## config.mk

```make
export PLATFORM = sky130hd
export DESIGN_NAME = imu_offset_calibration_core_flat
export DESIGN_NICKNAME = d
export VERILOG_FILES = /design/src/hdl/imuoc_pkg.sv /design/src/hdl/imuoc_if.sv /design/src/hdl/imuoc_front.sv /design/src/hdl/imuoc_div.sv /design/src/hdl/imuoc_back.sv /design/src/hdl/imu_offset_calibration_core.sv /design/src/flat_wrapper.sv
export SDC_FILE = /design/constraint.sdc
export NUM_CORES = 1
export LEC_CHECK = 0
export BUFFER_PORTS_ARGS = -buffer_cell sky130_fd_sc_hd__buf_2
export CORE_UTILIZATION = 25
export DETAILED_ROUTE_END_ITERATION = 8
export HOLD_SLACK_MARGIN = 0.05
export PLACE_DENSITY_LB_ADDON = 0.1
export SLEW_MARGIN = 0
export SYNTH_ARGS = -nofsm -noshare
export SYNTH_HDL_FRONTEND = slang
export SYNTH_SLANG_ARGS = --single-unit
```

## constraint.sdc

```tcl
create_clock -name clk -period 5.5 [get_ports clk]
set_input_delay 0.825 -clock clk [delete_from_list [all_inputs] [get_ports clk]]
set_output_delay 0.825 -clock clk [all_outputs]
set_load 0.05 [all_outputs]
```

## src/hdl/imuoc_pkg.sv

```systemverilog
// Shared types, codes and helpers for the IMU offset calibration block.
// Used by the channel interfaces and by every module; depends on nothing.
package imuoc_pkg;

	localparam int AXES        = 3;
	localparam int AXIS_W      = $clog2(AXES);
	localparam int SAMP_W      = 16;
	localparam int CORR_W      = SAMP_W + 1;
	localparam int SUM_W       = 32;
	localparam int COUNT_W     = 16;
	localparam int GRAV_W      = 15;
	localparam int CFG_IDX_W   = 1;
	localparam int CFG_DATA_W  = 16;
	localparam int QUEUE_DEPTH = 2;
	localparam int QPTR_W      = $clog2(QUEUE_DEPTH);
	localparam int QCNT_W      = $clog2(QUEUE_DEPTH + 1);
	localparam int DIV_STEPS   = SUM_W;
	localparam int DIV_CNT_W   = $clog2(DIV_STEPS);

	// Command codes on the request channel
	localparam logic [1:0] CMD_SAMPLE = 2'd0;
	localparam logic [1:0] CMD_START  = 2'd1;
	localparam logic [1:0] CMD_LOAD   = 2'd2;

	// Request classes handed from the front to the back
	typedef logic [1:0] cls_t;
	localparam cls_t CLS_SAMPLE = 2'd0;
	localparam cls_t CLS_START  = 2'd1;
	localparam cls_t CLS_LOAD   = 2'd2;

	// Configuration register indexes
	localparam logic [CFG_IDX_W-1:0] REG_SAMPLE_COUNT  = 1'd0;
	localparam logic [CFG_IDX_W-1:0] REG_GRAVITY_VALUE = 1'd1;

	localparam logic [AXIS_W-1:0] AXIS_X = 2'd0;
	localparam logic [AXIS_W-1:0] AXIS_Z = 2'd2;

	typedef logic signed [SAMP_W-1:0] samp_t;
	typedef logic signed [CORR_W-1:0] corr_t;
	typedef logic signed [SUM_W-1:0]  sum_t;

	typedef struct packed {
		cls_t  cls;
		samp_t x;
		samp_t y;
		samp_t z;
	} item_t;

	typedef struct packed {
		logic               go;
		logic [SUM_W-1:0]   dividend;
		logic [COUNT_W-1:0] divisor;
	} div_req_t;

	typedef struct packed {
		logic              done;
		logic [CORR_W-1:0] quotient;
	} div_rsp_t;

	// Clamp a 19-bit signed value to the 16-bit offset range
	function automatic samp_t sat16(input logic signed [SAMP_W+2:0] v);
		if (v > 19'sd32767) begin
			return 16'sh7FFF;
		end else if (v < -19'sd32768) begin
			return 16'sh8000;
		end
		return v[SAMP_W-1:0];
	endfunction

endpackage

```

## src/hdl/imuoc_if.sv

```systemverilog
// Valid/ready channel interfaces: sample requests, results, config writes.
// Depends on imuoc_pkg.
interface imuoc_samp_if import imuoc_pkg::*; ();
	logic       valid;
	logic       ready;
	logic [1:0] command;
	samp_t      sample_x;
	samp_t      sample_y;
	samp_t      sample_z;

	modport source(output valid, command, sample_x, sample_y, sample_z, input ready);
	modport sink(input valid, command, sample_x, sample_y, sample_z, output ready);
endinterface

interface imuoc_res_if import imuoc_pkg::*; ();
	logic  valid;
	logic  ready;
	corr_t corrected_x;
	corr_t corrected_y;
	corr_t corrected_z;
	logic  calibrating;
	logic  offsets_updated;

	modport source(output valid, corrected_x, corrected_y, corrected_z, calibrating,
		offsets_updated, input ready);
	modport sink(input valid, corrected_x, corrected_y, corrected_z, calibrating,
		offsets_updated, output ready);
endinterface

interface imuoc_cfg_if import imuoc_pkg::*; ();
	logic                  valid;
	logic                  ready;
	logic [CFG_IDX_W-1:0]  index;
	logic [CFG_DATA_W-1:0] data;

	modport source(output valid, index, data, input ready);
	modport sink(input valid, index, data, output ready);
endinterface

```

## src/hdl/imuoc_front.sv

```systemverilog
// Front end: accepts sample requests, classifies the command and queues them.
// Depends on imuoc_pkg and imuoc_samp_if.
module imuoc_front import imuoc_pkg::*; (
	input  logic         clk,
	input  logic         arst_n,
	imuoc_samp_if.sink   samp,
	output item_t        q_item,
	output logic         q_valid,
	input  logic         q_pop
);

	item_t              mem_q [QUEUE_DEPTH];
	logic [QPTR_W-1:0]  wr_ptr_q;
	logic [QPTR_W-1:0]  rd_ptr_q;
	logic [QCNT_W-1:0]  count_q;
	logic               push;
	logic               pop;
	item_t              item_in;

	assign samp.ready = (count_q != QCNT_W'(QUEUE_DEPTH));
	assign push       = samp.valid && samp.ready;
	assign q_valid    = (count_q != '0);
	assign pop        = q_pop && q_valid;
	assign q_item     = mem_q[rd_ptr_q];

	// Classify the command; the unused code runs as a sample
	always_comb begin
		item_in.x = samp.sample_x;
		item_in.y = samp.sample_y;
		item_in.z = samp.sample_z;
		case (samp.command)
			CMD_LOAD:  item_in.cls = CLS_LOAD;
			CMD_START: item_in.cls = CLS_START;
			default:   item_in.cls = CLS_SAMPLE;
		endcase
	end

	// Write the queue entry
	always_ff @(posedge clk) begin
		if (push) begin
			mem_q[wr_ptr_q] <= item_in;
		end
	end

	// Advance pointers and fill count
	always_ff @(posedge clk or negedge arst_n) begin
		if (!arst_n) begin
			wr_ptr_q <= '0;
			rd_ptr_q <= '0;
			count_q  <= '0;
		end else begin
			if (push) begin
				wr_ptr_q <= (wr_ptr_q == QPTR_W'(QUEUE_DEPTH - 1)) ? '0 : wr_ptr_q + 1'b1;
			end
			if (pop) begin
				rd_ptr_q <= (rd_ptr_q == QPTR_W'(QUEUE_DEPTH - 1)) ? '0 : rd_ptr_q + 1'b1;
			end
			if (push && !pop) begin
				count_q <= count_q + 1'b1;
			end else if (pop && !push) begin
				count_q <= count_q - 1'b1;
			end
		end
	end

endmodule

```

## src/hdl/imuoc_div.sv

```systemverilog
// Shared restoring divider: unsigned 32-bit dividend by 16-bit divisor,
// one quotient bit per cycle. Depends on imuoc_pkg.
module imuoc_div import imuoc_pkg::*; (
	input  logic     clk,
	input  logic     arst_n,
	input  div_req_t req,
	output div_rsp_t rsp
);

	logic                 busy_q;
	logic                 done_q;
	logic [DIV_CNT_W-1:0] cnt_q;
	logic [SUM_W-1:0]     dvd_q;
	logic [COUNT_W-1:0]   rem_q;
	logic [COUNT_W-1:0]   dsr_q;
	logic [COUNT_W:0]     trial;
	logic                 fits;

	// Shift in the next dividend bit and try the subtraction
	assign trial = {rem_q, dvd_q[SUM_W-1]};
	assign fits  = (trial >= {1'b0, dsr_q});

	assign rsp.done     = done_q;
	assign rsp.quotient = dvd_q[CORR_W-1:0];

	// Hold the datapath
	always_ff @(posedge clk) begin
		if (req.go) begin
			dvd_q <= req.dividend;
			rem_q <= '0;
			dsr_q <= req.divisor;
		end else if (busy_q) begin
			rem_q <= fits ? COUNT_W'(trial - {1'b0, dsr_q}) : trial[COUNT_W-1:0];
			dvd_q <= {dvd_q[SUM_W-2:0], fits};
		end
	end

	// Count the steps and flag completion
	always_ff @(posedge clk or negedge arst_n) begin
		if (!arst_n) begin
			busy_q <= 1'b0;
			done_q <= 1'b0;
			cnt_q  <= '0;
		end else begin
			done_q <= busy_q && !req.go && (cnt_q == DIV_CNT_W'(DIV_STEPS - 1));
			if (req.go) begin
				busy_q <= 1'b1;
				cnt_q  <= '0;
			end else if (busy_q) begin
				cnt_q <= cnt_q + 1'b1;
				if (cnt_q == DIV_CNT_W'(DIV_STEPS - 1)) begin
					busy_q <= 1'b0;
				end
			end
		end
	end

endmodule

```

## src/hdl/imuoc_back.sv

```systemverilog
// Back end: offsets, calibration sums, config registers and result register;
// drives the shared divider at the end of a run. Depends on imuoc_pkg, interfaces.
module imuoc_back import imuoc_pkg::*; (
	input  logic        clk,
	input  logic        arst_n,
	input  item_t       q_item,
	input  logic        q_valid,
	output logic        q_pop,
	imuoc_cfg_if.sink   cfg,
	imuoc_res_if.source res,
	output div_req_t    div_req,
	input  div_rsp_t    div_rsp
);

	localparam logic ST_IDLE = 1'b0;
	localparam logic ST_DIV  = 1'b1;

	logic               st_q;
	logic [AXIS_W-1:0]  axis_q;
	logic               go_q;
	samp_t              off_q [AXES];
	sum_t               sum_q [AXES];
	logic [COUNT_W-1:0] taken_q;
	logic               run_q;
	logic [COUNT_W-1:0] count_cfg_q;
	logic [GRAV_W-1:0]  grav_q;

	logic               res_valid_q;
	corr_t              res_x_q;
	corr_t              res_y_q;
	corr_t              res_z_q;
	logic               res_cal_q;
	logic               res_upd_q;

	samp_t              s [AXES];
	corr_t              corr [AXES];
	logic [COUNT_W-1:0] target;
	logic [COUNT_W:0]   taken_nx;
	logic               run_end;
	logic               issue;
	logic               div_kick;
	sum_t               sum_sel;
	logic signed [CORR_W:0]   q_signed;
	logic signed [CORR_W+1:0] q_wide;
	logic signed [CORR_W+1:0] z_val;
	samp_t              off_new;

	// Unpack the request and correct each axis
	always_comb begin
		s[0] = q_item.x;
		s[1] = q_item.y;
		s[2] = q_item.z;
		for (int i = 0; i < AXES; i++) begin
			corr[i] = corr_t'(s[i]) - corr_t'(off_q[i]);
		end
	end

	// Run bookkeeping
	assign target   = (count_cfg_q == '0) ? COUNT_W'(1) : count_cfg_q;
	assign taken_nx = {1'b0, taken_q} + 1'b1;
	assign run_end  = run_q && (taken_nx >= {1'b0, target});

	// Take a request only when idle and the result register frees up
	assign issue = (st_q == ST_IDLE) && q_valid && (!res_valid_q || res.ready);
	assign q_pop = issue;

	// Start the divider on the closing sample and after each axis but the last
	assign div_kick = (issue && run_end && (q_item.cls != CLS_LOAD)
		&& (q_item.cls != CLS_START))
		|| ((st_q == ST_DIV) && div_rsp.done && (axis_q != AXIS_Z));

	// Divider feed and signed, gravity-adjusted offset
	assign sum_sel          = sum_q[axis_q];
	assign div_req.go       = go_q;
	assign div_req.dividend = sum_sel[SUM_W-1] ? SUM_W'(-sum_sel) : SUM_W'(sum_sel);
	assign div_req.divisor  = target;

	always_comb begin
		q_signed = sum_sel[SUM_W-1] ? -$signed({1'b0, div_rsp.quotient})
			: $signed({1'b0, div_rsp.quotient});
		q_wide = {q_signed[CORR_W], q_signed};
		z_val  = q_wide - $signed({{(CORR_W + 2 - GRAV_W){1'b0}}, grav_q});
		off_new = (axis_q == AXIS_Z) ? sat16(z_val) : sat16(q_wide);
	end

	assign cfg.ready           = 1'b1;
	assign res.valid           = res_valid_q;
	assign res.corrected_x     = res_x_q;
	assign res.corrected_y     = res_y_q;
	assign res.corrected_z     = res_z_q;
	assign res.calibrating     = res_cal_q;
	assign res.offsets_updated = res_upd_q;

	// Load the result register
	always_ff @(posedge clk) begin
		if (issue) begin
			case (q_item.cls)
				CLS_LOAD: begin
					res_x_q   <= '0;
					res_y_q   <= '0;
					res_z_q   <= '0;
					res_cal_q <= 1'b0;
					res_upd_q <= 1'b0;
				end
				CLS_START: begin
					res_x_q   <= corr_t'(s[0]);
					res_y_q   <= corr_t'(s[1]);
					res_z_q   <= corr_t'(s[2]);
					res_cal_q <= 1'b1;
					res_upd_q <= 1'b0;
				end
				default: begin
					res_x_q   <= corr[0];
					res_y_q   <= corr[1];
					res_z_q   <= corr[2];
					res_cal_q <= run_q && !run_end;
					res_upd_q <= run_end;
				end
			endcase
		end
	end

	// Sums and offsets
	always_ff @(posedge clk or negedge arst_n) begin
		if (!arst_n) begin
			for (int i = 0; i < AXES; i++) begin
				off_q[i] <= '0;
				sum_q[i] <= '0;
			end
		end else if (issue) begin
			case (q_item.cls)
				CLS_LOAD: begin
					for (int i = 0; i < AXES; i++) begin
						off_q[i] <= s[i];
					end
				end
				CLS_START: begin
					for (int i = 0; i < AXES; i++) begin
						off_q[i] <= '0;
						sum_q[i] <= '0;
					end
				end
				default: begin
					if (run_q) begin
						for (int i = 0; i < AXES; i++) begin
							sum_q[i] <= sum_q[i] + sum_t'(s[i]);
						end
					end
				end
			endcase
		end else if (st_q == ST_DIV && div_rsp.done) begin
			off_q[axis_q] <= off_new;
		end
	end

	// Control: run state, sequencer, result valid, config registers
	always_ff @(posedge clk or negedge arst_n) begin
		if (!arst_n) begin
			st_q        <= ST_IDLE;
			axis_q      <= AXIS_X;
			go_q        <= 1'b0;
			taken_q     <= '0;
			run_q       <= 1'b0;
			res_valid_q <= 1'b0;
			count_cfg_q <= COUNT_W'(1);
			grav_q      <= '0;
		end else begin
			go_q <= div_kick;
			if (cfg.valid && cfg.ready) begin
				case (cfg.index)
					REG_SAMPLE_COUNT:  count_cfg_q <= cfg.data;
					REG_GRAVITY_VALUE: grav_q <= cfg.data[GRAV_W-1:0];
					default: ;
				endcase
			end
			if (issue) begin
				res_valid_q <= 1'b1;
			end else if (res.ready) begin
				res_valid_q <= 1'b0;
			end
			case (st_q)
				ST_IDLE: begin
					if (issue) begin
						case (q_item.cls)
							CLS_LOAD: begin
								run_q   <= 1'b0;
								taken_q <= '0;
							end
							CLS_START: begin
								run_q   <= 1'b1;
								taken_q <= '0;
							end
							default: begin
								if (run_q) begin
									taken_q <= taken_nx[COUNT_W-1:0];
									if (run_end) begin
										run_q  <= 1'b0;
										st_q   <= ST_DIV;
										axis_q <= AXIS_X;
									end
								end
							end
						endcase
					end
				end
				ST_DIV: begin
					if (div_rsp.done) begin
						if (axis_q == AXIS_Z) begin
							st_q <= ST_IDLE;
						end else begin
							axis_q <= axis_q + 1'b1;
						end
					end
				end
				default: st_q <= ST_IDLE;
			endcase
		end
	end

endmodule

```

## src/hdl/imu_offset_calibration_core.sv

```systemverilog
// IMU offset calibration core: subtracts stored per-axis offsets from each
// sample, and averages a run of sample_count samples into new offsets after a
// start command (z also loses gravity_value), or takes offsets from a load
// command. Each request yields one result. The back end takes a sample, start
// or load request without a busy state, so the block sustains one request per
// cycle while results are taken and no averages are being worked; a request
// is written into the queue, then into the result register. The sample that
// closes a calibration run returns its result at once, then the shared
// one-bit-per-cycle divider works the three axis averages in turn; the
// two-entry queue keeps accepting requests meanwhile until full, and the next
// one is served when the new offsets are in place. Configuration writes are
// taken at any time and are meant for an idle block.
// Depends on imuoc_pkg, imuoc_if, imuoc_front, imuoc_div, imuoc_back.
module imu_offset_calibration_core import imuoc_pkg::*; (
	input  logic          clk,
	input  logic          arst_n,
	imuoc_samp_if.sink    samp,
	imuoc_res_if.source   res,
	imuoc_cfg_if.sink     cfg
);

	item_t    q_item;
	logic     q_valid;
	logic     q_pop;
	div_req_t div_req;
	div_rsp_t div_rsp;

	// Accept and classify requests
	imuoc_front u_front (
		.clk     (clk),
		.arst_n  (arst_n),
		.samp    (samp),
		.q_item  (q_item),
		.q_valid (q_valid),
		.q_pop   (q_pop)
	);

	// Execute requests and produce results
	imuoc_back u_back (
		.clk     (clk),
		.arst_n  (arst_n),
		.q_item  (q_item),
		.q_valid (q_valid),
		.q_pop   (q_pop),
		.cfg     (cfg),
		.res     (res),
		.div_req (div_req),
		.div_rsp (div_rsp)
	);

	// Average the run sums
	imuoc_div u_div (
		.clk    (clk),
		.arst_n (arst_n),
		.req    (div_req),
		.rsp    (div_rsp)
	);

endmodule

```

## src/flat_wrapper.sv

```systemverilog
// flat-port wrapper written by rule: the top's interface ports become plain ports
module imu_offset_calibration_core_flat import imuoc_pkg::*;
  (clk, arst_n, samp_valid, samp_command, samp_sample_x, samp_sample_y, samp_sample_z, samp_ready, res_valid, res_corrected_x, res_corrected_y, res_corrected_z, res_calibrating, res_offsets_updated, res_ready, cfg_valid, cfg_index, cfg_data, cfg_ready);
  imuoc_samp_if samp_i ();
  imuoc_res_if res_i ();
  imuoc_cfg_if cfg_i ();
  input  logic clk;
  input  logic arst_n;
  input wire logic [$bits(samp_i.valid)-1:0] samp_valid;
  input wire logic [$bits(samp_i.command)-1:0] samp_command;
  input wire logic [$bits(samp_i.sample_x)-1:0] samp_sample_x;
  input wire logic [$bits(samp_i.sample_y)-1:0] samp_sample_y;
  input wire logic [$bits(samp_i.sample_z)-1:0] samp_sample_z;
  output wire logic [$bits(samp_i.ready)-1:0] samp_ready;
  output wire logic [$bits(res_i.valid)-1:0] res_valid;
  output wire logic [$bits(res_i.corrected_x)-1:0] res_corrected_x;
  output wire logic [$bits(res_i.corrected_y)-1:0] res_corrected_y;
  output wire logic [$bits(res_i.corrected_z)-1:0] res_corrected_z;
  output wire logic [$bits(res_i.calibrating)-1:0] res_calibrating;
  output wire logic [$bits(res_i.offsets_updated)-1:0] res_offsets_updated;
  input wire logic [$bits(res_i.ready)-1:0] res_ready;
  input wire logic [$bits(cfg_i.valid)-1:0] cfg_valid;
  input wire logic [$bits(cfg_i.index)-1:0] cfg_index;
  input wire logic [$bits(cfg_i.data)-1:0] cfg_data;
  output wire logic [$bits(cfg_i.ready)-1:0] cfg_ready;
  assign samp_i.valid = samp_valid;
  assign samp_i.command = samp_command;
  assign samp_i.sample_x = samp_sample_x;
  assign samp_i.sample_y = samp_sample_y;
  assign samp_i.sample_z = samp_sample_z;
  assign samp_ready = samp_i.ready;
  assign res_valid = res_i.valid;
  assign res_corrected_x = res_i.corrected_x;
  assign res_corrected_y = res_i.corrected_y;
  assign res_corrected_z = res_i.corrected_z;
  assign res_calibrating = res_i.calibrating;
  assign res_offsets_updated = res_i.offsets_updated;
  assign res_i.ready = res_ready;
  assign cfg_i.valid = cfg_valid;
  assign cfg_i.index = cfg_index;
  assign cfg_i.data = cfg_data;
  assign cfg_ready = cfg_i.ready;
  imu_offset_calibration_core u_core (.clk(clk), .arst_n(arst_n), .samp(samp_i), .res(res_i), .cfg(cfg_i));
endmodule
```

==> flow_metrics.env, run 1 <==
export IMPL_htreeDepth=2
export IMPL_critical_path_startpoint_type="register"
export IMPL_syn_area_um2=27400
export IMPL_num_vias=22000
export IMPL_cp_arrival_ns=5.72
export IMPL_synth_area_leaders="edfxtp_1, dfrtp_1, ha_1"
export IMPL_fin_util=0.291
export IMPL_drv_cap=0
export IMPL_fin_crit_sh=0.939
export IMPL_avgSynthCellArea_um2=9.54
export IMPL_synth_seq_cells=425
export IMPL_yosysMostFrequentCell="nand2_1"
export IMPL_start_util=0.252
export IMPL_synth_common_cells="nand2_1, o21ai_0, dfrtp_1"
export IMPL_fmax_ghz=0.194
export IMPL_gp_routability_congestion=0.922
export IMPL_drcViolationCount=0
export IMPL_muxShareOfSynthArea=0.0557
export IMPL_overflow=0
export IMPL_ys_types=87
export IMPL_seq_area_frac_synth=0.421
export IMPL_core_area_um2=109000
export IMPL_fin_skew_ns=0.0391
export IMPL_first_pass_iters=6
export IMPL_wl_per_cell_um=20.9
export IMPL_required_ns=6.06
export IMPL_grt_pass1_wl_um=140000
export IMPL_grt_total_usage=0.164
export IMPL_grt_busiest_layer="met2"
export IMPL_yosysTopAreaCell="edfxtp_1"
export IMPL_clk_pin_slew_worst_paths_ns=0.06
export IMPL_worst_slack_ns=0.337
export IMPL_final_antenna_net_count=0
export IMPL_antenna_found_initial=2
export IMPL_synth_compound_area_frac=0.189
export IMPL_synthSimpleGateAreaFrac=0.130
export IMPL_grt_max_degree=101
export IMPL_clockBufferDepth=3
export IMPL_synthArstFlopShare=0.489
export IMPL_p_leak_nw=13.8
export IMPL_worst_pin_slew_ns=1.20
export IMPL_cts_tree="built"
export IMPL_status="finished clean"
export IMPL_post_place_ws_ns=0.355
export IMPL_wl_um=93000
export IMPL_syn_instance_count=2875
export IMPL_slew_viol_final=0
export IMPL_path_max_fanout=12
export IMPL_critPathCaptureType="register"
export IMPL_die_y_um=333
export IMPL_yosys_area_top_type_share=0.220
export IMPL_drtIter0Drc=1824
export IMPL_insertion_delay_ns=0.64
export IMPL_hold_viol_final=0
export IMPL_synthesis_nets=3154
export IMPL_power_density_nw_per_um2=693
export IMPL_setup_tns_ns=0
export IMPL_setup_viol=0
export IMPL_hold_path_class="in2async"
export IMPL_dieWidth_um=333
export IMPL_cts_sinks=425
export IMPL_finalNetCount=3270
export IMPL_cts_made_buffers=54
export IMPL_via_per_inst=4.94
export IMPL_grtUsageMet1=0.239
export IMPL_num_rows=121
export IMPL_use_met3=0.0263
export IMPL_rsz0062_at_grt="false"
export IMPL_drive_gt1_frac=0.121
export IMPL_synthFlopType="dfrtp_1"
export IMPL_pin_count=128
export IMPL_area_growth_pct=15.3
export IMPL_grt_pass1_vias=21800
export IMPL_use_met2=0.250
export IMPL_synth_xor_area_frac=0.0645
export IMPL_dieArea_um2=111000
export IMPL_synth_top_family_by_area="compound AO/OA/AOI/OAI gates"
export IMPL_yosysWarningCount=0
export IMPL_period_needed_ns=5.16
export IMPL_critical_path_class="reg2reg"
export IMPL_vdd_drop_max_mv=0.377
export IMPL_place_hpwl_um=70200
export IMPL_port_buffers=126
export IMPL_max_slew_margin=0.194
export IMPL_clockRootBuffer="clkbuf_16"
export IMPL_synth_edff_count=201
export IMPL_synthAdderAreaFrac=0.0966
## final timing paths
kind,startpoint,endpoint,slack [ns],depth (start not counted)
worst max-delay path,u_core.u_div.dvd_q[0]$_DFFE_PP_,u_core.u_back.off_q[40]$_DFFE_PN0P_,0.34,19
worst min-delay path,arst_n,u_core.u_div.cnt_q[2]$_DFFE_PN0P_,0.29,1
worst max register to register,u_core.u_div.dvd_q[0]$_DFFE_PP_,u_core.u_back.off_q[40]$_DFFE_PN0P_,0.34,19
worst min register to register,u_core.u_div.rem_q[15]$_SDFFE_PP0P_,u_core.u_div.rem_q[15]$_SDFFE_PP0P_,0.49,2
max in group asynchronous,arst_n,u_core.u_back.sum_q[49]$_DFFE_PN0P_,4.14,2
min in group clk,samp_sample_y[12],u_core.u_front.mem_q[0][28]$_DFFE_PP_,0.37,1
## through the flow
step | hold WS [ns] | cells | instance area (um^2) | power (W)
after floorplan | 0.426 | 2875 | 27400 | 0.0145
after global placement | 0.447 | 4349 | 29800 | 0.0183
after detailed placement | 0.465 | 4349 | 29800 | 0.0183
after CTS | 0.311 | 4451 | 31600 | 0.0221
after global routing | 0.328 | 4451 | 31600 | 0.0236
final | 0.292 | 4452 | 31600 | 0.0219
## cell families after synthesis
| kind of cell | after synthesis |
|---|---|
| XOR/XNOR | 202 |
| adder cells (fa/ha/maj) | 207 |
| AND/OR/NAND/NOR | 764 |
| flip-flops | 425 |
| AO/OA/AOI/OAI | 833 |
| other | 1 |
| multiplexers | 145 |
| buffers and inverters | 298 |
## power by group
group | switching (W) | internal [W] | total, W | leakage [nW]
sequential | 0.000859 | 0.00476 | 0.00562 | 4.63
clock | 0.00151 | 0.00215 | 0.00367 | 0.873
combinational | 0.00800 | 0.00462 | 0.0126 | 8.25
## timing repair
item | 4_1_cts | 5_1_grt
setup buffers | 0 | 0
hold buffers | 0 | 0
endpoints found under the setup margin | 0 | 21
resized for setup | 0 | 1
## registers in the layout (all words and copies together) (netlist names), 2 cells and up
register / count
u_core.u_back.taken_q: 16
u_core.u_back.off_q: 48
u_core.u_back.grav_q: 15
u_core.u_div.rem_q: 16
u_core.u_back.res.corrected_z: 17
u_core.u_div.cnt_q: 5
u_core.u_div.dsr_q: 16
u_core.u_front.count_q: 2
u_core.u_back.count_cfg_q: 16
u_core.u_front.mem_q: 100
u_core.u_back.axis_q: 2
u_core.u_div.dvd_q: 32
u_core.u_back.sum_q: 96
u_core.u_back.res.corrected_x: 17
u_core.u_back.res.corrected_y: 17
## placed cells by master, fill, tap and decap left out, types with 9 or more instances in the layout
cell       netlist  final
a211oi_1        31     31
a21o_1          66     66
a21oi_1        182    181
a22o_1          17     17
a31oi_1         43     43
and2_1          18     18
and3_1          25     24
buf_2            6    125
buf_4            6     48
clkbuf_1        95     13
clkbuf_16        0     55
clkinv_2         0      9
dfrtp_1        207    204
dfxtp_1         16     16
edfxtp_1       201    201
ha_1           199    199
inv_1          181    179
mux2_2          62     62
mux2i_1         83     83
nand2_1        311    311
nand2b_1        46     46
nand3_1         44     44
nand4_1         14     14
nor2_1         181    179
nor2b_1         23     21
nor3_1          43     43
o2111ai_1       10     10
o211ai_1        13     13
o21a_1          18     18
o21ai_0        284    284
o21ai_1         11     11
o21bai_1        14     14
o22ai_1         26     26
o2bb2ai_1       11     11
o31ai_1         19     19
or3_1           14     13
xnor2_1        100    100
xor2_1         102    102
## worst max-delay path, stage by stage, from the launching register on
cell	delay, ns
edfxtp_1	0.41
inv_1	0.15
ha_1	0.20
nor4b_1	0.53
nand2_1	0.21
o31ai_1	0.32
xnor2_1	0.22
ha_1	0.38
a21o_1	0.23
a21oi_1	0.15
o21ai_0	0.12
a21o_1	0.25
a311oi_1	0.44
and3_1	0.22
nor3_1	0.06
buf_4	0.18
o22ai_1	0.47
a21oi_1	0.20
buf_4	0.18
a21oi_1	0.14
## area by class of cell
class / count / area, um^2
Clock buffer: 74 / 1510
Clock inverter: 28 / 299
Tap cell: 1414 / 1770
Multi-Input combinational cell: 2152 / 14700
Inverter: 181 / 679
Timing Repair Buffer: 177 / 1060
Fill cell: 11400 / 77200
Antenna cell: 1 / 2.50
Sequential cell: 425 / 11600
## per-layer routing
metal,part of all wire,up-vias
met2,0.43,539
met1,0.49,10700
met3,0.049,120
met5,0.00028,-
li1,-,10600
met4,0.028,4
No activity file was read; power rests on OpenSTA's default activity.
==> run 2: changes to the inputs <==
Settings changed: BUFFER_PORTS_ARGS -buffer_cell sky130_fd_sc_hd__buf_2 to unset, DONT_BUFFER_PORTS set to 1.
==> run 2 against run 1 <==
  * The flow now finishes with violations (DRC, hold timing)
  * Maximum frequency up 3.2%
  * Sequential share of layout area increased by 0.71 points
  * Cell area down 1.9%
  * Sequential power up 14%
==> flow_metrics.env, run 2 (synthesis gave the netlist of run 1 again) <==
export IMPL_status="finished with violations"
export IMPL_violations="DRC, hold timing"
export IMPL_ctsResizeCount=0
export IMPL_drcViolationCount=2
export IMPL_final_cell_mix="nand2_1, o21ai_0, dfrtp_1, edfxtp_1, ha_1"
export IMPL_top_layer="met4"
export IMPL_grt_pass1_vias=21000
export IMPL_dieArea_um2=111000
export IMPL_dp_cells=4216
export IMPL_drtIter0Drc=1499
export IMPL_path_buf_inv=1
export IMPL_clockBufferDepth=3
export IMPL_max_slew_margin=0.115
export IMPL_reg_largest_list="u_core.u_front.mem_q x100, u_core.u_back.sum_q x96, u_core.u_back.off_q x48"
export IMPL_cts_tree="built"
export IMPL_largest_register_ffs=100
export IMPL_path_max_fanout=13
export IMPL_finalNonFillerCells=4314
export IMPL_grt_max_degree=209
export IMPL_total_power_w=0.0219
export IMPL_drive_gt1_frac=0.0824
export IMPL_path_cells="inv_1 -> ha_1 -> nor4b_1 -> nand2_1 -> o31ai_1 -> xnor2_1 -> ha_1 -> a21o_1 -> a21oi_1 -> o21ai_0 -> a21o_1 -> a211o_1 -> mux2_2 -> a21bo_2 -> nor2_2 -> a21oi_1 -> a21oi_1"
export IMPL_holdWs_ns=-0.0974
export IMPL_wl_per_cell_um=20.9
export IMPL_setup_viol=0
export IMPL_num_rows=121
export IMPL_start_util=0.252
export IMPL_worst_pin_slew_ns=1.32
export IMPL_cts_made_buffers=52
export IMPL_antenna_found_initial=0
export IMPL_finalNetCount=3135
export IMPL_first_pass_iters=7
export IMPL_die_y_um=333
export IMPL_insertion_delay_ns=0.64
export IMPL_rsz0062_at_grt="false"
export IMPL_gp_routability_congestion=0.873
export IMPL_clk_pin_slew_worst_paths_ns=0.07
export IMPL_fmax_ghz=0.200
export IMPL_overflow=0
export IMPL_cts_sinks=425
export IMPL_htreeDepth=2
export IMPL_critical_path_startpoint_type="register"
export IMPL_critical_path_class="reg2reg"
export IMPL_power_density_nw_per_um2=705
export IMPL_hold_viol_final=143
export IMPL_cpMostUsedCell="a21oi_1"
export IMPL_drv_cap=0
export IMPL_top_register="u_core.u_front.mem_q"
export IMPL_critPathCaptureType="register"
export IMPL_vdd_drop_max_mv=0.449
export IMPL_crit_family="compound AO/OA/AOI/OAI gates"
export IMPL_core_area_um2=109000
export IMPL_via_per_inst=4.94
export IMPL_num_vias=21300
export IMPL_required_ns=6.05
export IMPL_wl_um=90000
export IMPL_cp_slowest_cell="nor2_2"
export IMPL_cpPeakStageDelay_ns=0.50
export IMPL_p_leak_nw=13.3
export IMPL_m1WireLength_um=43000
export IMPL_place_hpwl_um=67100
export IMPL_cp_arrival_ns=5.55
export IMPL_fin_crit_sh=0.910
export IMPL_wl_met2_um=41200
export IMPL_final_antenna_net_count=0
export IMPL_period_needed_ns=5.00
export IMPL_pin_count=128
export IMPL_layout_commonest_cell="nand2_1"
export IMPL_dieWidth_um=333
export IMPL_hold_path_class="in2async"
export IMPL_area_growth_pct=13.1
export IMPL_grt_total_usage=0.158
export IMPL_clockRootBuffer="clkbuf_16"
export IMPL_antenna_cells=0
export IMPL_grt_pass1_wl_um=135000
export IMPL_met3_length_um=3990
export IMPL_port_buffers=0
export IMPL_setup_tns_ns=0
export IMPL_rrSetupSlack_ns=0.50
export IMPL_fin_skew_ns=0.0288
export IMPL_slew_viol_final=0
run 2: cell types whose count changed in the layout (fill, tap and decap cells not counted), moves of 3 or more:
cell,previous run,this run
buf_12,3,0
clkbuf_1,13,8
clkinv_1,6,2
bufinv_16,5,12
buf_4,48,44
clkinv_4,1,5
buf_2,125,0
clkbuf_8,6,3
run 2: final cells by class:
cell class,instances,area (um^2)
multi-input combinational,2152,14700
inverter,181,679
sequential,425,11600
tap,1414,1770
clock inverter,33,523
fill,11400,77800
timing repair buffer,44,330
clock buffer,65,1420
run 2: per-layer routing:
layer | GRT usage | vias to the layer above
li1 | - | 10400
met1 | 0.221 | 10400
met2 | 0.256 | 428
met3 | 0.0242 | 99
met4 | 0.0374 | 0
met5 | 0 | -
run 2: what timing repair did:
item | in CTS | in global routing
setup endpoints to repair | 0 | 0
setup buffers | 0 | 0
hold endpoints to repair | 207 | 207
run 2: worst paths after layout:
path,start,to,cells past startpoint
setup reg to reg,u_core.u_div.dvd_q[0]$_DFFE_PP_,u_core.u_back.off_q[38]$_DFFE_PN0P_,17
setup / recovery,u_core.u_div.dvd_q[0]$_DFFE_PP_,u_core.u_back.off_q[38]$_DFFE_PN0P_,17
hold / removal,arst_n,u_core.u_back.sum_q[61]$_DFFE_PN0P_,0
min in group clk,samp_sample_y[14],u_core.u_front.mem_q[1][30]$_DFFE_PP_,0
hold reg to reg,u_core.u_div.rem_q[15]$_SDFFE_PP0P_,u_core.u_div.rem_q[15]$_SDFFE_PP0P_,2
max in group asynchronous,arst_n,u_core.u_back.taken_q[5]$_DFFE_PN0P_,0
run 2: power by group:
part | switching [W] | internal, W
clock network | 0.00155 | 0.00241
registers | 0.00160 | 0.00478
logic | 0.00712 | 0.00442
total | 0.0103 | 0.0116
run 2: metrics by stage:
step | instance area [um^2] | setup slack [ns] | utilization
2_1_floorplan | 27400 | 0.883 | -
3_3_place_gp | 29100 | 0.466 | 0.267
3_5_place_dp | 29100 | 0.530 | 0.267
4_1_cts | 31000 | 0.505 | 0.285
5_1_grt | 31000 | 0.158 | 0.285
6_report | 31000 | 0.497 | 0.285
==> run 3: changes to the inputs <==
Settings changed: CORE_MARGIN set to 4, PLACE_DENSITY_LB_ADDON 0.1 to 0.15.
==> run 3 against run 2 <==
  * The flow finishes with violations (hold timing)
  * Via count shrank 1.7%
  * Global-route usage shrank 1.1 points
  * Clock skew grew 0.0042 ns
  * Core utilization shrank 0.090 points
  * Total power shrank 1.8%
  * Register-to-register slack gained 0.04 ns
  * Sequential power shrank 0.9%
  * Die area grew 3.6%
  * Non-clock buffer count shrank 2
  * First-iteration DRC count grew 12%
  * Sequential cell count is the same
  * Critical endpoint is now u_core.u_back.off_q[40]$_DFFE_PN0P_
==> flow_metrics.env, run 3 (synthesis gave the netlist of run 1 again) <==
export IMPL_wl_per_cell_um=20.2
export IMPL_worst_pin_slew_ns=1.16
export IMPL_start_util=0.252
export IMPL_p_leak_nw=13.2
export IMPL_largest_register_ffs=100
export IMPL_antenna_found_initial=2
export IMPL_place_hpwl_um=64800
export IMPL_critPathCaptureType="register"
export IMPL_dieWidth_um=339
export IMPL_worst_slack_ns=0.533
export IMPL_dieArea_um2=115000
export IMPL_drive_gt1_frac=0.0801
export IMPL_via_per_inst=4.85
export IMPL_total_power_w=0.0215
export IMPL_insertion_delay_ns=0.63
export IMPL_cp_arrival_ns=5.45
export IMPL_critical_path_startpoint_type="register"
export IMPL_path_cells="buf_4 -> nor2b_2 -> o2bb2ai_4 -> buf_4 -> nand2_1 -> xnor2_1 -> buf_4 -> ha_1 -> a2111o_1 -> o211ai_1 -> a41oi_1 -> or4b_1 -> a21o_1 -> a21boi_2 -> o22ai_1 -> a21oi_1 -> a21oi_1"
export IMPL_rsz0062_at_grt="false"
export IMPL_path_max_fanout=15
export IMPL_power_density_nw_per_um2=695
export IMPL_drtIter0Drc=1683
export IMPL_reg2reg_from="u_core.u_back.axis_q[1]$_DFFE_PN0P_"
export IMPL_htreeDepth=2
export IMPL_cp_slowest_cell="or4b_1"
export IMPL_dp_cells=4214
export IMPL_top_register="u_core.u_front.mem_q"
export IMPL_finalNetCount=3133
export IMPL_path_buf_inv=3
export IMPL_setup_viol=0
export IMPL_hold_viol_final=164
export IMPL_drcViolationCount=0
export IMPL_postCtsSetupBuffers=0
export IMPL_post_place_ws_ns=0.655
export IMPL_required_ns=5.99
export IMPL_cpPeakStageDelay_ns=0.55
export IMPL_fillCellCount=11500
export IMPL_finalNonFillerCells=4313
export IMPL_gp_routability_congestion=0.846
export IMPL_num_vias=20900
export IMPL_clk_pin_slew_worst_paths_ns=0.06
export IMPL_port_buffers=0
export IMPL_grt_pass1_wl_um=132000
export IMPL_cts_sinks=425
export IMPL_clockBufferDepth=3
export IMPL_period_needed_ns=4.97
export IMPL_core_area_um2=109000
export IMPL_cts_made_buffers=52
export IMPL_crit_family="compound AO/OA/AOI/OAI gates"
export IMPL_clockRootBuffer="clkbuf_16"
export IMPL_critical_path_class="reg2reg"
export IMPL_layout_commonest_cell="nand2_1"
export IMPL_wl_um=87100
export IMPL_hold_path_class="in2async"
export IMPL_status="finished with violations"
export IMPL_fin_skew_ns=0.0330
export IMPL_vdd_drop_max_mv=0.404
export IMPL_pin_count=128
export IMPL_fin_util=0.284
export IMPL_setup_tns_ns=0
export IMPL_ff2ff_path_depth=17
export IMPL_drv_cap=0
export IMPL_holdWs_ns=-0.0526
export IMPL_num_rows=121
export IMPL_critPathLaunch="u_core.u_back.axis_q[1]$_DFFE_PN0P_"
export IMPL_slew_viol_final=0
export IMPL_grt_max_degree=209
export IMPL_final_antenna_net_count=0
export IMPL_violations="hold timing"
export IMPL_first_pass_iters=5
export IMPL_cts_tree="built"
export IMPL_die_y_um=339
export IMPL_overflow=0
export IMPL_max_slew_margin=0.228
export IMPL_reg_largest_list="u_core.u_front.mem_q x100, u_core.u_back.sum_q x96, u_core.u_back.off_q x48"
export IMPL_cpMostUsedCell="buf_4"
export IMPL_final_cell_mix="nand2_1, o21ai_0, dfrtp_1, edfxtp_1, ha_1"
export IMPL_area_growth_pct=12.7
export IMPL_fmax_ghz=0.201
export IMPL_grt_pass1_vias=20600
export IMPL_grt_total_usage=0.147
export IMPL_crit_cells=17
export IMPL_fin_crit_sh=0.903
==> run 3: cell types whose count changed in the layout (fill, tap and decap cells not counted), moves of 2 or more <==
cell / before / now
clkbuf_8: 3 / 1
clkbuf_1: 8 / 10
buf_12: 0 / 2
clkinv_1: 2 / 6
bufinv_16: 12 / 10
clkbuf_16: 54 / 52
buf_4: 44 / 40
==> run 3: final timing paths <==
kind / end / slack [ns]
min: u_core.u_back.sum_q[28]$_DFFE_PN0P_ / -0.05
min in group clk: u_core.u_front.mem_q[1][43]$_DFFE_PP_ / 0.29
max: u_core.u_back.off_q[40]$_DFFE_PN0P_ / 0.53
min reg2reg: u_core.u_div.rem_q[15]$_SDFFE_PP0P_ / 0.47
max reg2reg: u_core.u_back.off_q[40]$_DFFE_PN0P_ / 0.53
max in group asynchronous: u_core.u_front.rd_ptr_q$_DFFE_PN0P_ / 5.14
==> run 3: report_power, final <==
part	leakage, nW	internal (W)	switching (W)	total (W)
clock network	0.885	0.00224	0.00150	0.00374
registers	4.63	0.00478	0.00154	0.00632
logic	7.69	0.00444	0.00700	0.0114
total	13.2	0.0115	0.0100	0.0215
==> run 3: area by class of cell <==
| cell class | count | area, um^2 | area share |
|---|---|---|---|
| flip-flops and latches | 425 | 11600 | 0.374 |
| repair buffers | 42 | 340 | 0.0110 |
| diodes | 1 | 2.50 | 0.0000809 |
| clock inverters | 35 | 479 | 0.0155 |
| well taps | 1414 | 1770 | 0.0572 |
| clock buffers | 63 | 1350 | 0.0437 |
| multi-input cells | 2152 | 14700 | 0.477 |
| inverters | 181 | 679 | 0.0220 |
==> run 3: repair_timing <==
item                                    4_1_cts  5_1_grt
hold endpoints to repair                    207      207
gates resized for setup                       0        0
endpoints found under the setup margin        0        0
==> run 3: through the flow <==
stage	instance area, um^2	hold slack, ns
final	30900	-0.0526
after floorplan	27400	0.426
after global placement	29100	0.450
after CTS	30900	-0.0755
after detailed placement	29100	0.459
after global routing	30900	-0.0943
==> run 3: per-layer routing <==
layer,GRT usage,share of wire,up-vias
li1,-,-,10400
met1,0.210,0.49,10100
met2,0.225,0.43,364
met3,0.0306,0.053,98
met4,0.0417,0.028,0
met5,0,0,-
